===== config.mk =====
export PLATFORM = sky130hd
export DESIGN_NAME = tachometer_capture_rpm_top
export DESIGN_NICKNAME = d
export VERILOG_FILES = /design/src/rtl/core/tcr_pkg.sv /design/src/rtl/core/tcr_front.sv /design/src/rtl/core/tcr_queue.sv /design/src/rtl/core/tcr_back.sv /design/src/rtl/core/tachometer_capture_rpm_top.sv
export SDC_FILE = /design/constraint.sdc
export NUM_CORES = 1
export LEC_CHECK = 0
export ABC_AREA = 0
export BUFFER_PORTS_ARGS = -buffer_cell sky130_fd_sc_hd__buf_2
export CORE_MARGIN = 4
export CORE_UTILIZATION = 40
export DETAILED_ROUTE_END_ITERATION = 16
export GPL_ROUTABILITY_DRIVEN = 0
export HOLD_SLACK_MARGIN = 0.02
export PLACE_DENSITY = 0.56
export SYNTH_ARGS = -nofsm -noshare
export SYNTH_HDL_FRONTEND = slang
export SYNTH_SLANG_ARGS = --single-unit

===== constraint.sdc =====
create_clock -name clock -period 8.2 [get_ports clock]
set_clock_uncertainty 0.1 [all_clocks]
set_input_delay 1.64 -clock clock [delete_from_list [all_inputs] [get_ports clock]]
set_output_delay 1.64 -clock clock [all_outputs]
set_load 0.02 [all_outputs]

===== src/rtl/core/tcr_pkg.sv =====
// Shared types and constants of the tachometer capture and RPM block.
// Depends on nothing; every other file of the block imports it.
`default_nettype none

package tcr_pkg;

   localparam int COUNTER_WIDTH   = 16;
   localparam int NUM_CHANNELS    = 8;
   localparam int CHANNEL_WIDTH   = 3;
   localparam int CMD_WIDTH       = 2;
   localparam int STATUS_WIDTH    = 2;
   localparam int PRESCALE_WIDTH  = 8;
   localparam int CLOCK_HZ_WIDTH  = 27;
   localparam int PULSES_WIDTH    = 8;
   localparam int RPM_WIDTH       = 32;
   localparam int RPM_SECONDS     = 60;
   localparam int NUM_WIDTH       = CLOCK_HZ_WIDTH + 6;
   localparam int DEN_WIDTH       = PULSES_WIDTH + COUNTER_WIDTH;
   localparam int STEP_WIDTH      = $clog2(NUM_WIDTH + 1);
   localparam int QUEUE_DEPTH     = 2;
   localparam int QUEUE_PTR_WIDTH = (QUEUE_DEPTH > 1) ? $clog2(QUEUE_DEPTH) : 1;
   localparam int QUEUE_CNT_WIDTH = $clog2(QUEUE_DEPTH + 1);
   localparam int CSR_INDEX_WIDTH = 2;
   localparam int CSR_DATA_WIDTH  = CLOCK_HZ_WIDTH;

   // Commands carried by an input transfer.
   localparam logic [CMD_WIDTH-1:0] CMD_TICK   = 2'd0;
   localparam logic [CMD_WIDTH-1:0] CMD_FETCH  = 2'd1;
   localparam logic [CMD_WIDTH-1:0] CMD_READ   = 2'd2;
   localparam logic [CMD_WIDTH-1:0] CMD_UNUSED = 2'd3;

   // Result status codes.
   localparam logic [STATUS_WIDTH-1:0] ST_OK            = 2'd0;
   localparam logic [STATUS_WIDTH-1:0] ST_NOT_READY     = 2'd1;
   localparam logic [STATUS_WIDTH-1:0] ST_NO_EDGE       = 2'd2;
   localparam logic [STATUS_WIDTH-1:0] ST_WRONG_CHANNEL = 2'd3;

   // Configuration register indexes.
   localparam logic [CSR_INDEX_WIDTH-1:0] CSR_PRESCALE_DIVIDE = 2'd0;
   localparam logic [CSR_INDEX_WIDTH-1:0] CSR_SAMPLE_CLOCK_HZ = 2'd1;
   localparam logic [CSR_INDEX_WIDTH-1:0] CSR_PULSES_PER_TURN = 2'd2;

   localparam logic [COUNTER_WIDTH-1:0] CNT_ALL_ONES = {COUNTER_WIDTH{1'b1}};

   typedef logic [COUNTER_WIDTH-1:0] count_type;

   // One queued result job handed from the front to the back.
   typedef struct packed {
      logic [STATUS_WIDTH-1:0] status;
      logic                    divide;
      count_type               span;
   } job_type;

endpackage

`default_nettype wire


===== src/rtl/core/tcr_front.sv =====
// Front part: accepts transfers, runs the capture counter and classifies fetch and read.
// Depends on tcr_pkg; feeds result jobs into tcr_queue.
`default_nettype none

module tcr_front (
   input  wire logic                                 clock,
   input  wire logic                                 reset,
   input  wire logic                                 req_valid,
   output logic                                      req_stall,
   input  wire logic [tcr_pkg::CMD_WIDTH-1:0]        req_command,
   input  wire logic                                 req_pin_level,
   input  wire logic [tcr_pkg::CHANNEL_WIDTH-1:0]    req_channel,
   input  wire logic [tcr_pkg::PRESCALE_WIDTH-1:0]   prescale_divide,
   input  wire logic                                 queue_full,
   output logic                                      push,
   output tcr_pkg::job_type                          push_job
);
   import tcr_pkg::*;

   localparam logic [CHANNEL_WIDTH:0] NUM_CH_VAL = (CHANNEL_WIDTH + 1)'(NUM_CHANNELS);

   logic [PRESCALE_WIDTH-1:0] prescale_count_ff, prescale_count_in;
   count_type                 down_counter_ff, down_counter_in;
   count_type                 capture_ff, capture_in;
   logic                      previous_pin_ff, previous_pin_in;
   logic                      captured_ff, captured_in;
   logic                      underflow_ff, underflow_in;
   count_type                 saved_span_ff, saved_span_in;
   logic [CHANNEL_WIDTH-1:0]  channel_ff, channel_in;

   logic                      accept;
   logic [PRESCALE_WIDTH-1:0] divide_eff;
   logic [PRESCALE_WIDTH-1:0] prescale_next;

   assign req_stall     = queue_full;
   assign accept        = req_valid && !queue_full;
   assign divide_eff    = (prescale_divide == '0) ? PRESCALE_WIDTH'(1) : prescale_divide;
   assign prescale_next = prescale_count_ff + PRESCALE_WIDTH'(1);

   always_comb begin
      prescale_count_in = prescale_count_ff;
      down_counter_in   = down_counter_ff;
      capture_in        = capture_ff;
      previous_pin_in   = previous_pin_ff;
      captured_in       = captured_ff;
      underflow_in      = underflow_ff;
      saved_span_in     = saved_span_ff;
      channel_in        = channel_ff;
      push              = 1'b0;
      push_job          = '0;
      if (accept) begin
         unique case (req_command)
            CMD_TICK: begin
               if (previous_pin_ff && !req_pin_level) begin
                  capture_in      = down_counter_ff;
                  down_counter_in = CNT_ALL_ONES;
                  captured_in     = 1'b1;
               end else begin
                  prescale_count_in = prescale_next;
                  if (prescale_next >= divide_eff) begin
                     prescale_count_in = '0;
                     if (down_counter_ff == '0) begin
                        underflow_in    = 1'b1;
                        down_counter_in = CNT_ALL_ONES;
                     end else begin
                        down_counter_in = down_counter_ff - COUNTER_WIDTH'(1);
                     end
                  end
               end
               previous_pin_in = req_pin_level;
            end
            CMD_FETCH: begin
               push = 1'b1;
               if ({1'b0, req_channel} >= NUM_CH_VAL) begin
                  push_job.status = ST_WRONG_CHANNEL;
               end else if (req_channel != channel_ff) begin
                  // Switching channels restarts the capture unit.
                  down_counter_in   = CNT_ALL_ONES;
                  capture_in        = CNT_ALL_ONES;
                  captured_in       = 1'b0;
                  underflow_in      = 1'b0;
                  prescale_count_in = '0;
                  channel_in        = req_channel;
                  push_job.status   = ST_NOT_READY;
               end else if (underflow_ff) begin
                  underflow_in    = 1'b0;
                  captured_in     = 1'b0;
                  saved_span_in   = '0;
                  push_job.status = ST_NO_EDGE;
               end else if (captured_ff) begin
                  underflow_in    = 1'b0;
                  captured_in     = 1'b0;
                  saved_span_in   = CNT_ALL_ONES - capture_ff;
                  push_job.status = ST_OK;
               end else begin
                  push_job.status = ST_NOT_READY;
               end
            end
            CMD_READ: begin
               push = 1'b1;
               if (req_channel != channel_ff) begin
                  push_job.status = ST_WRONG_CHANNEL;
               end else begin
                  push_job.status = ST_OK;
                  push_job.divide = 1'b1;
                  push_job.span   = saved_span_ff;
               end
            end
            default: begin
            end
         endcase
      end
   end

   always_ff @(posedge clock) begin
      if (reset) begin
         prescale_count_ff <= '0;
         down_counter_ff   <= CNT_ALL_ONES;
         capture_ff        <= CNT_ALL_ONES;
         previous_pin_ff   <= 1'b1;
         captured_ff       <= 1'b0;
         underflow_ff      <= 1'b0;
         saved_span_ff     <= '0;
         channel_ff        <= '0;
      end else begin
         prescale_count_ff <= prescale_count_in;
         down_counter_ff   <= down_counter_in;
         capture_ff        <= capture_in;
         previous_pin_ff   <= previous_pin_in;
         captured_ff       <= captured_in;
         underflow_ff      <= underflow_in;
         saved_span_ff     <= saved_span_in;
         channel_ff        <= channel_in;
      end
   end

endmodule

`default_nettype wire


===== src/rtl/core/tcr_queue.sv =====
// Short job queue between the front and the back of the tachometer block.
// Depends on tcr_pkg for the job type and depth.
`default_nettype none

module tcr_queue (
   input  wire logic              clock,
   input  wire logic              reset,
   input  wire logic              push,
   input  wire tcr_pkg::job_type  push_job,
   output logic                   full,
   input  wire logic              pop,
   output logic                   pop_valid,
   output tcr_pkg::job_type       pop_job
);
   import tcr_pkg::*;

   localparam logic [QUEUE_PTR_WIDTH-1:0] LAST_PTR = QUEUE_PTR_WIDTH'(QUEUE_DEPTH - 1);
   localparam logic [QUEUE_CNT_WIDTH-1:0] DEPTH_CNT = QUEUE_CNT_WIDTH'(QUEUE_DEPTH);

   job_type                    entry_ff [QUEUE_DEPTH];
   logic [QUEUE_PTR_WIDTH-1:0] wr_ptr_ff, wr_ptr_in;
   logic [QUEUE_PTR_WIDTH-1:0] rd_ptr_ff, rd_ptr_in;
   logic [QUEUE_CNT_WIDTH-1:0] count_ff, count_in;
   logic                       do_push, do_pop;

   assign full      = (count_ff == DEPTH_CNT);
   assign pop_valid = (count_ff != '0);
   assign pop_job   = entry_ff[rd_ptr_ff];
   assign do_push   = push && !full;
   assign do_pop    = pop && pop_valid;

   always_comb begin
      wr_ptr_in = wr_ptr_ff;
      rd_ptr_in = rd_ptr_ff;
      count_in  = count_ff;
      if (do_push) begin
         wr_ptr_in = (wr_ptr_ff == LAST_PTR) ? '0 : wr_ptr_ff + QUEUE_PTR_WIDTH'(1);
      end
      if (do_pop) begin
         rd_ptr_in = (rd_ptr_ff == LAST_PTR) ? '0 : rd_ptr_ff + QUEUE_PTR_WIDTH'(1);
      end
      if (do_push && !do_pop) begin
         count_in = count_ff + QUEUE_CNT_WIDTH'(1);
      end else if (do_pop && !do_push) begin
         count_in = count_ff - QUEUE_CNT_WIDTH'(1);
      end
   end

   always_ff @(posedge clock) begin
      if (reset) begin
         wr_ptr_ff <= '0;
         rd_ptr_ff <= '0;
         count_ff  <= '0;
      end else begin
         wr_ptr_ff <= wr_ptr_in;
         rd_ptr_ff <= rd_ptr_in;
         count_ff  <= count_in;
      end
   end

   always_ff @(posedge clock) begin
      if (do_push) begin
         entry_ff[wr_ptr_ff] <= push_job;
      end
   end

endmodule

`default_nettype wire


===== src/rtl/core/tcr_back.sv =====
// Back part: turns queued jobs into results, with a bit-serial divider for RPM.
// Depends on tcr_pkg; reads jobs from tcr_queue and drives the result channel.
`default_nettype none

module tcr_back (
   input  wire logic                                 clock,
   input  wire logic                                 reset,
   input  wire logic                                 job_valid,
   input  wire tcr_pkg::job_type                     job,
   output logic                                      pop,
   input  wire logic [tcr_pkg::CLOCK_HZ_WIDTH-1:0]   sample_clock_hz,
   input  wire logic [tcr_pkg::PULSES_WIDTH-1:0]     pulses_per_turn,
   output logic                                      rsp_valid,
   input  wire logic                                 rsp_stall,
   output logic [tcr_pkg::STATUS_WIDTH-1:0]          rsp_status,
   output logic [tcr_pkg::RPM_WIDTH-1:0]             rsp_rpm
);
   import tcr_pkg::*;

   localparam logic [1:0] S_IDLE = 2'd0;
   localparam logic [1:0] S_MUL  = 2'd1;
   localparam logic [1:0] S_DIV  = 2'd2;
   localparam logic [1:0] S_DONE = 2'd3;

   logic [1:0]              state_ff, state_in;
   logic [STATUS_WIDTH-1:0] status_ff, status_in;
   count_type               span_ff, span_in;
   logic [NUM_WIDTH-1:0]    num_ff, num_in;
   logic [DEN_WIDTH-1:0]    den_ff, den_in;
   logic [DEN_WIDTH-1:0]    rem_ff, rem_in;
   logic [STEP_WIDTH-1:0]   step_ff, step_in;
   logic                    rsp_valid_ff, rsp_valid_in;
   logic [STATUS_WIDTH-1:0] rsp_status_ff, rsp_status_in;
   logic [RPM_WIDTH-1:0]    rsp_rpm_ff, rsp_rpm_in;

   logic [PULSES_WIDTH-1:0] pulses_eff;
   logic [DEN_WIDTH:0]      rem_shift;
   logic [DEN_WIDTH:0]      rem_diff;
   logic                    out_free;
   logic [RPM_WIDTH-1:0]    rpm_sat;

   assign pulses_eff = (pulses_per_turn == '0) ? PULSES_WIDTH'(1) : pulses_per_turn;
   assign rem_shift  = {rem_ff, num_ff[NUM_WIDTH-1]};
   assign rem_diff   = rem_shift - {1'b0, den_ff};
   assign out_free   = !rsp_valid_ff || !rsp_stall;
   // Quotients that do not fit the result width saturate.
   assign rpm_sat    = (num_ff[NUM_WIDTH-1:RPM_WIDTH] != '0) ? {RPM_WIDTH{1'b1}}
                                                              : num_ff[RPM_WIDTH-1:0];

   assign pop        = (state_ff == S_IDLE) && job_valid;
   assign rsp_valid  = rsp_valid_ff;
   assign rsp_status = rsp_status_ff;
   assign rsp_rpm    = rsp_rpm_ff;

   always_comb begin
      state_in      = state_ff;
      status_in     = status_ff;
      span_in       = span_ff;
      num_in        = num_ff;
      den_in        = den_ff;
      rem_in        = rem_ff;
      step_in       = step_ff;
      rsp_valid_in  = rsp_valid_ff;
      rsp_status_in = rsp_status_ff;
      rsp_rpm_in    = rsp_rpm_ff;

      if (rsp_valid_ff && !rsp_stall) begin
         rsp_valid_in = 1'b0;
      end

      unique case (state_ff)
         S_IDLE: begin
            if (job_valid) begin
               status_in = job.status;
               span_in   = job.span;
               num_in    = '0;
               if (job.divide && job.span != '0) begin
                  state_in = S_MUL;
               end else begin
                  state_in = S_DONE;
               end
            end
         end
         S_MUL: begin
            num_in   = NUM_WIDTH'(sample_clock_hz) * NUM_WIDTH'(RPM_SECONDS);
            den_in   = DEN_WIDTH'(pulses_eff) * DEN_WIDTH'(span_ff);
            rem_in   = '0;
            step_in  = STEP_WIDTH'(NUM_WIDTH);
            state_in = S_DIV;
         end
         S_DIV: begin
            // One restoring step: quotient bits shift into the dividend register.
            if (rem_shift >= {1'b0, den_ff}) begin
               rem_in = rem_diff[DEN_WIDTH-1:0];
               num_in = {num_ff[NUM_WIDTH-2:0], 1'b1};
            end else begin
               rem_in = rem_shift[DEN_WIDTH-1:0];
               num_in = {num_ff[NUM_WIDTH-2:0], 1'b0};
            end
            step_in = step_ff - STEP_WIDTH'(1);
            if (step_ff == STEP_WIDTH'(1)) begin
               state_in = S_DONE;
            end
         end
         S_DONE: begin
            if (out_free) begin
               rsp_valid_in  = 1'b1;
               rsp_status_in = status_ff;
               rsp_rpm_in    = rpm_sat;
               state_in      = S_IDLE;
            end
         end
         default: begin
            state_in = S_IDLE;
         end
      endcase
   end

   always_ff @(posedge clock) begin
      if (reset) begin
         state_ff     <= S_IDLE;
         rsp_valid_ff <= 1'b0;
      end else begin
         state_ff     <= state_in;
         rsp_valid_ff <= rsp_valid_in;
      end
   end

   always_ff @(posedge clock) begin
      status_ff     <= status_in;
      span_ff       <= span_in;
      num_ff        <= num_in;
      den_ff        <= den_in;
      rem_ff        <= rem_in;
      step_ff       <= step_in;
      rsp_status_ff <= rsp_status_in;
      rsp_rpm_ff    <= rsp_rpm_in;
   end

endmodule

`default_nettype wire


===== src/rtl/core/tachometer_capture_rpm_top.sv =====
// Top level of the tachometer capture block with RPM read-out.
// Depends on tcr_pkg, tcr_front, tcr_queue and tcr_back.
`default_nettype none

// The block measures the period of a tach signal with a 16-bit down counter
// and turns it into revolutions per minute. Tick transfers (command 0) carry
// the sampled pin level; a falling edge latches the counter, and a counter
// underflow marks that no edge was seen. A fetch transfer (command 1)
// validates the latest capture for the selected channel, and a read transfer
// (command 2) returns sample_clock_hz * 60 / (pulses_per_turn * span).
// Ticks produce no result; fetch and read produce exactly one result each.
// Ticks are taken one per cycle, as long as the two-entry job queue between
// the front and the back is not full; the input stall follows that queue.
// A fetch or a wrong-channel read passes through the job queue and the back
// part's done state to the result register. A valid read also runs through
// the one-bit-per-cycle restoring divider (a multiply step and 33 divide
// steps), and while it runs further ticks still flow into the front.
// Configuration must be written through the csr_ port while the block is idle;
// the block does not enforce this. A prescale_divide or pulses_per_turn of zero behaves as one.
module tachometer_capture_rpm_top (
   input  wire logic                                 clock,
   input  wire logic                                 reset,
   input  wire logic                                 req_valid,
   output logic                                      req_stall,
   input  wire logic [tcr_pkg::CMD_WIDTH-1:0]        req_command,
   input  wire logic                                 req_pin_level,
   input  wire logic [tcr_pkg::CHANNEL_WIDTH-1:0]    req_channel,
   output logic                                      rsp_valid,
   input  wire logic                                 rsp_stall,
   output logic [tcr_pkg::STATUS_WIDTH-1:0]          rsp_status,
   output logic [tcr_pkg::RPM_WIDTH-1:0]             rsp_rpm,
   input  wire logic                                 csr_write_enable,
   input  wire logic [tcr_pkg::CSR_INDEX_WIDTH-1:0]  csr_index,
   input  wire logic [tcr_pkg::CSR_DATA_WIDTH-1:0]   csr_wdata
);
   import tcr_pkg::*;

   logic [PRESCALE_WIDTH-1:0] prescale_divide_ff;
   logic [CLOCK_HZ_WIDTH-1:0] sample_clock_hz_ff;
   logic [PULSES_WIDTH-1:0]   pulses_per_turn_ff;

   logic    push;
   job_type push_job;
   logic    queue_full;
   logic    pop;
   logic    job_valid;
   job_type job;

   // Configuration registers; writes to an index past the list are dropped.
   always_ff @(posedge clock) begin
      if (reset) begin
         prescale_divide_ff <= PRESCALE_WIDTH'(1);
         sample_clock_hz_ff <= CLOCK_HZ_WIDTH'(32768);
         pulses_per_turn_ff <= PULSES_WIDTH'(1);
      end else if (csr_write_enable) begin
         unique case (csr_index)
            CSR_PRESCALE_DIVIDE: prescale_divide_ff <= csr_wdata[PRESCALE_WIDTH-1:0];
            CSR_SAMPLE_CLOCK_HZ: sample_clock_hz_ff <= csr_wdata[CLOCK_HZ_WIDTH-1:0];
            CSR_PULSES_PER_TURN: pulses_per_turn_ff <= csr_wdata[PULSES_WIDTH-1:0];
            default: begin
            end
         endcase
      end
   end

   // The front owns the capture state and turns fetch and read into jobs.
   tcr_front u_front (
      .clock           (clock),
      .reset           (reset),
      .req_valid       (req_valid),
      .req_stall       (req_stall),
      .req_command     (req_command),
      .req_pin_level   (req_pin_level),
      .req_channel     (req_channel),
      .prescale_divide (prescale_divide_ff),
      .queue_full      (queue_full),
      .push            (push),
      .push_job        (push_job)
   );

   tcr_queue u_queue (
      .clock     (clock),
      .reset     (reset),
      .push      (push),
      .push_job  (push_job),
      .full      (queue_full),
      .pop       (pop),
      .pop_valid (job_valid),
      .pop_job   (job)
   );

   // The back runs the divider and holds the result register.
   tcr_back u_back (
      .clock           (clock),
      .reset           (reset),
      .job_valid       (job_valid),
      .job             (job),
      .pop             (pop),
      .sample_clock_hz (sample_clock_hz_ff),
      .pulses_per_turn (pulses_per_turn_ff),
      .rsp_valid       (rsp_valid),
      .rsp_stall       (rsp_stall),
      .rsp_status      (rsp_status),
      .rsp_rpm         (rsp_rpm)
   );

endmodule

`default_nettype wire


Word level (Yosys, flattened, before mapping) --
Memories as Yosys holds them, arrays and structs flattened. A register that Yosys moved wholly into a read port is not among the register bits. Cells that the tools add are included.
Operators by class: $lt $le $gt $ge 2, muxes and demuxes 53, bitwise gates (word level) 1, $mul 2, add/sub/neg operators 9, reductions and logical operators 45, equal/unequal tests 19
Operators by type and width (count):
- $mux 16 | 7
- $pmux 33 s3 | 1
- $pmux 16 s2 | 2
- $pmux 24 s2 | 1
- $mux 8 | 5
- $mux 17 | 2
- $mux 33 | 1
- $mul 27x4->31 const B | 1
- $ge 25x24->1 | 1
- $mul 8x16->24 | 1
- $mux 24 | 1
- $sub 24x24->24 | 1
- $mux 19 | 1
- $mux 2 | 9
- $mux 1 | 17
- $logic_not 16->1 | 1
- $logic_not 8->1 | 2
- $pmux 8 s2 | 1
- $reduce_and 4->1 | 4
- $reduce_bool 16->1 | 1
- $sub 16x1->16 const B | 1
- $sub 16x16->16 const A | 1
- $ne 2x1->1 const B | 7
- $reduce_and 2->1 | 7
- other kinds (26) | 55
Storage, ports and cells: memory bits (writable) 38, word-level logic and storage cells 156, memories kept 1, input port bits 40, register bits 251
Memory list:
- u_queue.entry_ff | depth 2, bits a word 19, read ports 1, clocked after Yosys merged registers in 1, write ports 1, RTL line tcr_queue.sv:20 | job_type entry_ff [QUEUE_DEPTH];

Depth between registers and ports, before layout --
Gate-level depths: netlist of the first run.
depth in word-level cells 9, gate-level depth with buffers 23

Cells and area by module --
Synthesis of the first run repeated with hierarchy kept, for this count alone.
Second synthesis, totals: cells, all modules 1944, area total of the unflattened synthesis 20164.3 um^2
By module, submodules not included:
- tcr_back | cells an instance 1289, instances 1, area each 13494.2 um^2
- tcr_front | cells an instance 398, instances 1, area each 3251.9 um^2
- tachometer_capture_rpm_top | cells an instance 173, instances 1, area each 1830.5 um^2
- tcr_queue | cells an instance 84, instances 1, area each 1587.8 um^2

Worst setup path after synthesis of the first run --
Ideal clock, no wire load.
path kind register to register, start register pulses_per_turn_ff[7], end register u_back.den_ff[21] (data pin), clock period less this slack 5.431 ns, data arrival time 5.073 ns, setup time 0.258 ns, slack 2.769 ns, path buffers 2, stages on the path, launching flop included 21, cells stage by stage dfxtp_1 -> clkbuf_1 -> clkbuf_1 -> nand2_1 -> fa_1 -> inv_1 -> fa_1 -> fa_1 -> inv_1 -> fa_1 -> inv_1 -> ha_1 -> a21o_1 -> a31o_2 -> a31oi_1 -> o21bai_1 -> o21ai_0 -> nor2_1 -> or3_1 -> a21oi_1 -> xnor2_1
Between the ends: cells in the longest elaborated chain, start to end 3
Ends and longest elaborated chain:
- start, declared | RTL line tachometer_capture_rpm_top.sv:40 | logic [PULSES_WIDTH-1:0] pulses_per_turn_ff;
- start signal, assigned | RTL line tachometer_capture_rpm_top.sv:59 | CSR_PULSES_PER_TURN: pulses_per_turn_ff <= csr_wdata[PULSES_WIDTH-1:0];
- $logic_not 8->1 | RTL line tcr_back.sv:42 | assign pulses_eff = (pulses_per_turn == '0) ? PULSES_WIDTH'(1) : pulses_per_turn;
- $mux 8 * | RTL line tcr_back.sv:42
- $mul 8x16->24 * | RTL line tcr_back.sv:86 | den_in = DEN_WIDTH'(pulses_eff) * DEN_WIDTH'(span_ff);
- end signal, assigned | RTL line tcr_back.sv:133 | den_ff <= den_in;
- end, declared | RTL line tcr_back.sv:29 | logic [DEN_WIDTH-1:0] den_ff, den_in;
Every way passes the cells marked *; elsewhere a longest branch is shown, timed or not. A chain may end at the register's enable or synchronous reset.

Final worst setup path of the first run --
start register pulses_per_turn_ff[7], end register u_back.den_ff[20] (data pin)
Same word-level chain as after synthesis.

==> key figures, run 1 <==
Status
  • Status: complete, no violations

Synthesis
  • Synth Net Count: 2,194
  • Yosys cell types: 64
  • Synth Cell Area: about 19,000 sq um
  • Largest area contributor in the netlist: edfxtp_1
  • Synth Instances: 1,894
  • Syn avg cell area: 10.2 sq um
  • Synth async-reset ratio: 0%
  • Post-synthesis sequential area ratio: 39.4%
  • Register bit total from synthesis: 290
  • Synth top area cells: edfxtp_1 (28%), fa_1 (14%), dfxtp_1 (12%)
  • Synth top area share: 27.6%
  • Syn. warnings: 0
  • EDFF count, synth: 177
  • Most used DFF post-synth: edfxtp_1

Detailed routing
  • Starting DRT DRC Count: 627
  • 1st-pass router iterations: 5
  • Drt total wl: 39,900 um
  • Number of vias per cell: 5.11
  • Vias: 13,212
  • Final ANT Viol Nets: 0
  • Drc violations: 0
  • WL/cell: 15.4 um

GRT
  • Largest net degree at the start of global routing: 77
  • First-pass GRT wire length: 67,000 um
  • Initial antenna violation count: 0
  • Total GRT Usage: 15.7%
  • Global route overflow: 0
  • Vias in the first global route: 13,122

Placement
  • Post-Place Cells: 2,524
  • DP HPWL: 30,000 um
  • I/O Buffers: 75

Clock network
  • Skew-Pair Late Insertion Delay: 0.55 ns
  • Max Root-Sink Buffers: 3
  • CTS buffer count: 35
  • Clock Pin Slew Worst Setup and Hold Paths: 0.06 ns
  • CTS tree: yes
  • H-Tree Depth: 2
  • Clk sink count: 290
  • Post_cts resized: 0
  • CTS Root Cell: clkbuf_16
  • CTS Hold Bufs: 0
  • # Post-CTS Setup Buffers: 0

Power and ir drop
  • Total power: 6000 uW
  • Leak pwr: 0.00913 uW
  • VDD IR max: 139 uV
  • Cell Pwr Density: 281 nW/um^2

Finish
  • Finished Core Util: 44.7%
  • Layout cell share with drive strength beyond 1: 9.99%
  • Final antenna diode count: 0
  • Syn-to-layout area delta: 10.8%
  • NumNets Final: 2,246
  • Final non-filler cell total: 2,587

Setup path
  • Worst path max stage delay: 0.74 ns
  • Worst setup EP type: register
  • Worst Path Required: ~8.4 ns
  • Top cell by count, worst path: fa_1
  • CP startpoint kind: register
  • Top cell family by delay on the critical path: adder cells
  • Worst EP arrival: 6.00 ns
  • Critical path's slowest cell: o41ai_1
  • CP cell instances: nand2_1, fa_1, inv_1, fa_1, fa_1, inv_1, fa_1, inv_1, ha_1, a21o_1, o41ai_1, o21bai_1, o211a_1, a311oi_1, xnor2_1
  • Critical-path maximum fanout: 18
  • Setup Crit Path Kind: reg2reg
  • Buf+Inv Stages, Crit Path: 3

STA
  • Slew @ Worst Pin: 1.36 ns
  • Relative slew slack: 8.15%
  • Fmax: 0.172 GHz
  • Final hold vios: 0
  • Unrepaired setup endpoints after global routing: no
  • Fin crit period: ~5.8 ns
  • Tcrit/Tclk final: 70.9%
  • Hold slack: 0.324 ns
  • Pins Over Slew Limit: 0
  • Setup violations, final: 0
  • Total negative slack: 0 ns

Floorplanning
  • # rows: 80
  • Die area: between 50,000 and 60,000 sq um
  • Num ports: 76
  • Die extent in x: ~230 um
  • Core area: ~48,000 sq um
  • Die Span Y: 227 um
  • Initial core utilization: around two fifths

Job
  • Max Cap Viol: 0

Worst hold path
  • Worst min-delay path category: reg2reg
==> routing by layer <==
| layer | up-vias | routed length [um] | track usage [%] |
|---|---|---|---|
| met2 | 230 | 18100 | 24.8 |
| met3 | 40 | 1830 | 2.80 |
| met5 | - | 0 | 0 |
| met4 | 0 | 672 | 3.86 |
| met1 | 6346 | 19300 | 22.7 |
| li1 | 6596 | - | - |
==> Yosys cell counts (all sizes together), types with 6 or more instances <==
cell type / n
nand2: 195
edfxtp: 177
inv: 156
nor2: 139
fa: 136
ha: 124
a21oi: 123
dfxtp: 113
and2: 92
clkbuf: 58
o21ai: 58
nor3: 57
xnor2: 42
a21o: 39
or2: 36
xor2: 35
nor2b: 32
mux2i: 29
o21bai: 26
nand3: 24
nand2b: 22
mux2: 19
nor4: 14
or3: 12
buf: 11
o21a: 11
a211oi: 10
and3: 10
a211o: 8
a22o: 8
a31oi: 8
nand4: 8
o22ai: 7
a21boi: 6
o31ai: 6
==> kinds of logic after synthesis <==
logic type	count (synthesis)	synth area share, %
compound gates	337	11.0
xor+xnor	77	3.51
fa+ha+maj	260	22.2
buf+inv	225	4.47
flops	290	39.4
mux	48	2.62
simple gates	657	16.8
==> layout by cell type (no fill, tap or decap), types with 6 or more instances in the layout <==
cell / netlist / final
o31ai_1: 6 / 6
and2_1: 90 / 90
nor2_1: 138 / 138
or2_2: 35 / 35
o21a_1: 11 / 11
clkbuf_16: 0 / 35
nor2b_1: 32 / 32
buf_4: 0 / 10
clkbuf_1: 58 / 8
xnor2_1: 42 / 42
xor2_1: 35 / 35
or3_1: 12 / 12
o21ai_0: 57 / 57
nand4_1: 8 / 8
a211oi_1: 10 / 10
nor4_1: 12 / 12
mux2i_1: 29 / 29
nand2b_1: 21 / 21
buf_2: 6 / 74
nand2_1: 195 / 195
ha_1: 124 / 124
edfxtp_1: 177 / 177
nand3_1: 24 / 24
a21oi_1: 123 / 122
a22o_1: 8 / 8
and3_1: 10 / 10
nor3_1: 57 / 57
o22ai_1: 7 / 7
fa_1: 136 / 136
a211o_1: 8 / 8
a31oi_1: 8 / 8
dfxtp_1: 113 / 113
inv_1: 156 / 156
o21bai_1: 26 / 26
mux2_2: 19 / 19
a21o_1: 39 / 39
==> sequential cells by signal (all words and copies together), names as in the netlist, 3 cells and up, named ones only <==
signal and flops:
prescale_divide_ff 8, pulses_per_turn_ff 8, sample_clock_hz_ff 27, u_back.den_ff 24, u_back.num_ff 33, u_back.rem_ff 24
u_back.rsp_rpm 32, u_back.span_ff 16, u_back.step_ff 6, u_front.capture_ff 16, u_front.channel_ff 3, u_front.down_counter_ff 16
u_front.prescale_count_ff 8, u_front.saved_span_ff 16, u_queue.entry_ff 38
==> path summary, 6_finish.rpt <==
path / slack [ns] / cells past startpoint / start / endpoint
max: 2.39 / 15 / pulses_per_turn_ff[7] / u_back.den_ff[20]
min: 0.32 / 0 / u_back.status_ff[1] / u_back.rsp_status[1]
max reg2reg: 2.39 / 15 / pulses_per_turn_ff[7] / u_back.den_ff[20]
min reg2reg: 0.32 / 0 / u_back.status_ff[1] / u_back.rsp_status[1]
==> stage by stage <==
step	worst slack [ns]	cell area, sq um
final	2.39	21300
after global routing	2.02	21300
after CTS	2.36	21300
after detailed placement	2.41	20200
after global placement	2.50	20200
after floorplan	2.77	19200
==> final cells by class <==
| class | instances | area, sq um |
|---|---|---|
| Sequential cell | 290 | 7580 |
| Tap cell | 615 | 769 |
| Inverter | 156 | 586 |
| Multi-Input combinational cell | 1379 | 10800 |
| Clock inverter | 16 | 148 |
| Timing Repair Buffer | 84 | 445 |
| Clock buffer | 47 | 961 |
| Fill cell | 4524 | 26300 |
==> report_power, final <==
part / switching (uW) / leakage [uW] / total, uW / internal (uW)
clock network: 619 / 0.000542 / 1480 / 866
logic: 1340 / 0.00598 / 2280 / 936
registers: 196 / 0.00261 / 2230 / 2030
No activity file was read; power rests on OpenSTA's default activity.
==> inputs of run 2 (changes only) <==
==> constraint.sdc (replaced) <==
create_clock -name clock -period 5.7 [get_ports clock]
set_clock_uncertainty 0.1 [all_clocks]
set_input_delay 1.14 -clock clock [delete_from_list [all_inputs] [get_ports clock]]
set_output_delay 1.14 -clock clock [all_outputs]
set_load 0.02 [all_outputs]
==> run 2 against run 1 <==
Compared with the run above: die area unchanged; global-route usage decreased by 0.058 points; critical path depth increased by 2; cell area up 0.19%; fmax grew 6.6%; sequential power increased by 45%; worst setup slack worse by 2.1 ns; critical endpoint is now u_back.den_ff[21]; sequential cell count unchanged; sequential share of layout area down 0.067 points.
==> key figures, run 2 (synthesis gave the netlist of run 1 again) <==
Status
  • Status: complete, no violations

GRT
  • Largest net degree at the start of global routing: 64 (-17%)
  • Total GRT Usage: 15.7% (-0.058 points)
  • Initial antenna violation count: 0 (unchanged)
  • First-pass GRT wire length: 66,600 um (-0.65%)
  • M3 GR Usage: 2.64% (-0.15 points)
  • GRT met2 Usage: 24.9% (+0.039 points)
  • Met1 Use GR: 22.5% (-0.18 points)
  • Global route overflow: 0 (unchanged)
  • Vias in the first global route: 12,833 (-2.2%)
  • GRT busiest layer: met2

Detailed routing
  • Number of vias per cell: 5.08 (-0.53%)
  • Drc violations: 0 (unchanged)
  • Vias: 13,188 (-0.18%)
  • 1st-pass router iterations: 5 (unchanged)
  • WL/cell: 15.4 um (-0.35%)
  • Final ANT Viol Nets: 0 (unchanged)
  • Drt total wl: 39,900 um (about the same)
  • Starting DRT DRC Count: 660 (+5.3%)

Floorplanning
  • # rows: 80 (unchanged)
  • Initial core utilization: 40.4% (unchanged)
  • Die area: 51,700 sq um (unchanged)
  • Die extent in x: 227 um (unchanged)
  • Die Span Y: 227 um (unchanged)
  • Num ports: 76 (unchanged)
  • Core area: 47,600 sq um (unchanged)

STA
  • Fin crit period: 5.45 ns (-0.361 ns)
  • Hold slack: 0.322 ns (-0.00240 ns)
  • Pins Over Slew Limit: 0 (unchanged)
  • Slew @ Worst Pin: 1.15 ns (-0.210 ns)
  • Relative slew slack: 23.1% (+15 points)
  • Unrepaired setup endpoints after global routing: no
  • Fmax: 0.183 GHz (+6.6%)
  • Final hold vios: 0 (unchanged)
  • Tcrit/Tclk final: 95.7% (+25 points)
  • Total negative slack: 0 ns (unchanged)
  • Setup violations, final: 0 (unchanged)

Worst hold path
  • HP Start: u_back.status_ff[0]
  • Worst min-delay path category: reg2reg
  • Hold EP: u_back.rsp_status[0]
  • Hold Path Cell Cnt: 0 (unchanged)

Finish
  • NumNets Final: 2,256 (+0.45%)
  • Layout cell share with drive strength beyond 1: 10.4% (+0.41 points)
  • Filler Cells Inserted: 4,591 (+1.5%)
  • Area used by multi-input combinational logic: 10,800 sq um (unchanged)
  • Syn-to-layout area delta: 11.0%
  • Register Area: 7580 sq um (unchanged)
  • Final non-filler cell total: 2,596 (+0.35%)
  • Top reg by flops: u_queue.entry_ff
  • Final antenna diode count: 0 (unchanged)
  • Most common cell after layout, fill and taps aside: nand2_1
  • Max FFs per register: 38 (unchanged)
  • Most frequent cells in the layout: nand2_1 (195), edfxtp_1 (177), inv_1 (156)

Setup path
  • Reg2reg end: u_back.den_ff[21]
  • R2r setup slk: 0.25 ns (-2.14 ns)
  • Worst setup EP type: register
  • Worst Path Required: 5.89 ns (-2.50 ns)
  • Worst EP arrival: 5.65 ns (-0.35 ns)
  • CP startpoint kind: register
  • Reg-to-reg critical path startpoint: u_back.span_ff[3]
  • Setup Crit Path Kind: reg2reg
  • Reg2reg path depth: 17 (+2)
  • Critical-path maximum fanout: 8 (-10)

Clock network
  • # Post-CTS Setup Buffers: 0 (unchanged)
  • CTS Root Cell: clkbuf_16
  • CTS tree: yes
  • Max Root-Sink Buffers: 3 (unchanged)
  • CTS Hold Bufs: 0 (unchanged)
  • Clk sink count: 290 (unchanged)
  • Post_cts resized: 0 (unchanged)
  • H-Tree Depth: 2 (unchanged)
  • Skew-Pair Late Insertion Delay: 0.55 ns (about the same)
  • CTS buffer count: 35 (unchanged)
  • Clock Pin Slew Worst Setup and Hold Paths: 0.06 ns (about the same)

Placement
  • DP HPWL: 30,100 um (+0.35%)
  • Post-Place Cells: 2,534 (+0.40%)
  • I/O Buffers: 75 (unchanged)

Power and ir drop
  • Cell Pwr Density: 402 nW/um^2 (+43%)
  • VDD IR max: 239 uV (+72%)
  • Leak pwr: 0.00916 uW (+0.33%)

Job
  • Max Cap Viol: 0 (unchanged)
## run 2: final cells by class
type                            instances  share of cell area [%]
Clock buffer                           46                    4.34
Clock inverter                         16                   0.686
Inverter                              156                    2.74
Multi-Input combinational cell       1379                    50.7
Sequential cell                       290                    35.5
Tap cell                              615                    3.60
Timing Repair Buffer                   94                    2.44
## run 2: power by group
part	leakage, uW	internal [uW]	switching (uW)	total [uW]
clock	0.000523	1210	892	2100
sequential	0.00261	2930	297	3230
combinational	0.00603	1350	1910	3260
total	0.00916	5480	3100	8590
## run 2: worst max path at each step
stage | endpoint | start | slack [ns]
after floorplan | u_back.den_ff[21] | pulses_per_turn_ff[7] | 0.27
after global placement | u_back.den_ff[21] | u_back.span_ff[3] | 0.28
after detailed placement | u_back.den_ff[21] | u_back.span_ff[3] | 0.20
after CTS | u_back.den_ff[21] | u_back.span_ff[0] | 0.20
after global routing | u_back.den_ff[21] | u_back.span_ff[0] | 0.02
final | u_back.den_ff[21] | u_back.span_ff[3] | 0.25
## run 2: metal layers
metal | up-vias | wire length, um | part of all wire, %
met3 | 57 | 1510 | 3.8
met4 | 0 | 774 | 1.9
met5 | - | 0 | 0
met2 | 205 | 18100 | 45
li1 | 6600 | - | -
met1 | 6326 | 19500 | 49
## run 2: critical path, stage by stage (launching register included)
cell      delay (ns)
edfxtp_1        0.49
and2_1          0.23
fa_1            0.55
fa_1            0.44
fa_1            0.54
inv_1           0.06
fa_1            0.53
inv_1           0.05
ha_1            0.34
a21o_1          0.23
a31o_2          0.23
a31oi_1         0.28
o21bai_1        0.18
o21ai_0         0.29
nor2_1          0.09
or3_1           0.31
a21oi_1         0.18
xnor2_1         0.08
## run 2: through the flow
| stage | power, uW | utilization (%) | instance area, sq um | worst slack (ns) |
|---|---|---|---|---|
| 2_1_floorplan | 5760 | - | 19200 | 0.269 |
| 3_3_place_gp | 6500 | 42.6 | 20300 | 0.284 |
| 3_5_place_dp | 6560 | 42.6 | 20300 | 0.198 |
| 4_1_cts | 8710 | 44.8 | 21300 | 0.200 |
| 5_1_grt | 9250 | 44.8 | 21300 | 0.0174 |
| 6_report | 8590 | 44.8 | 21300 | 0.248 |
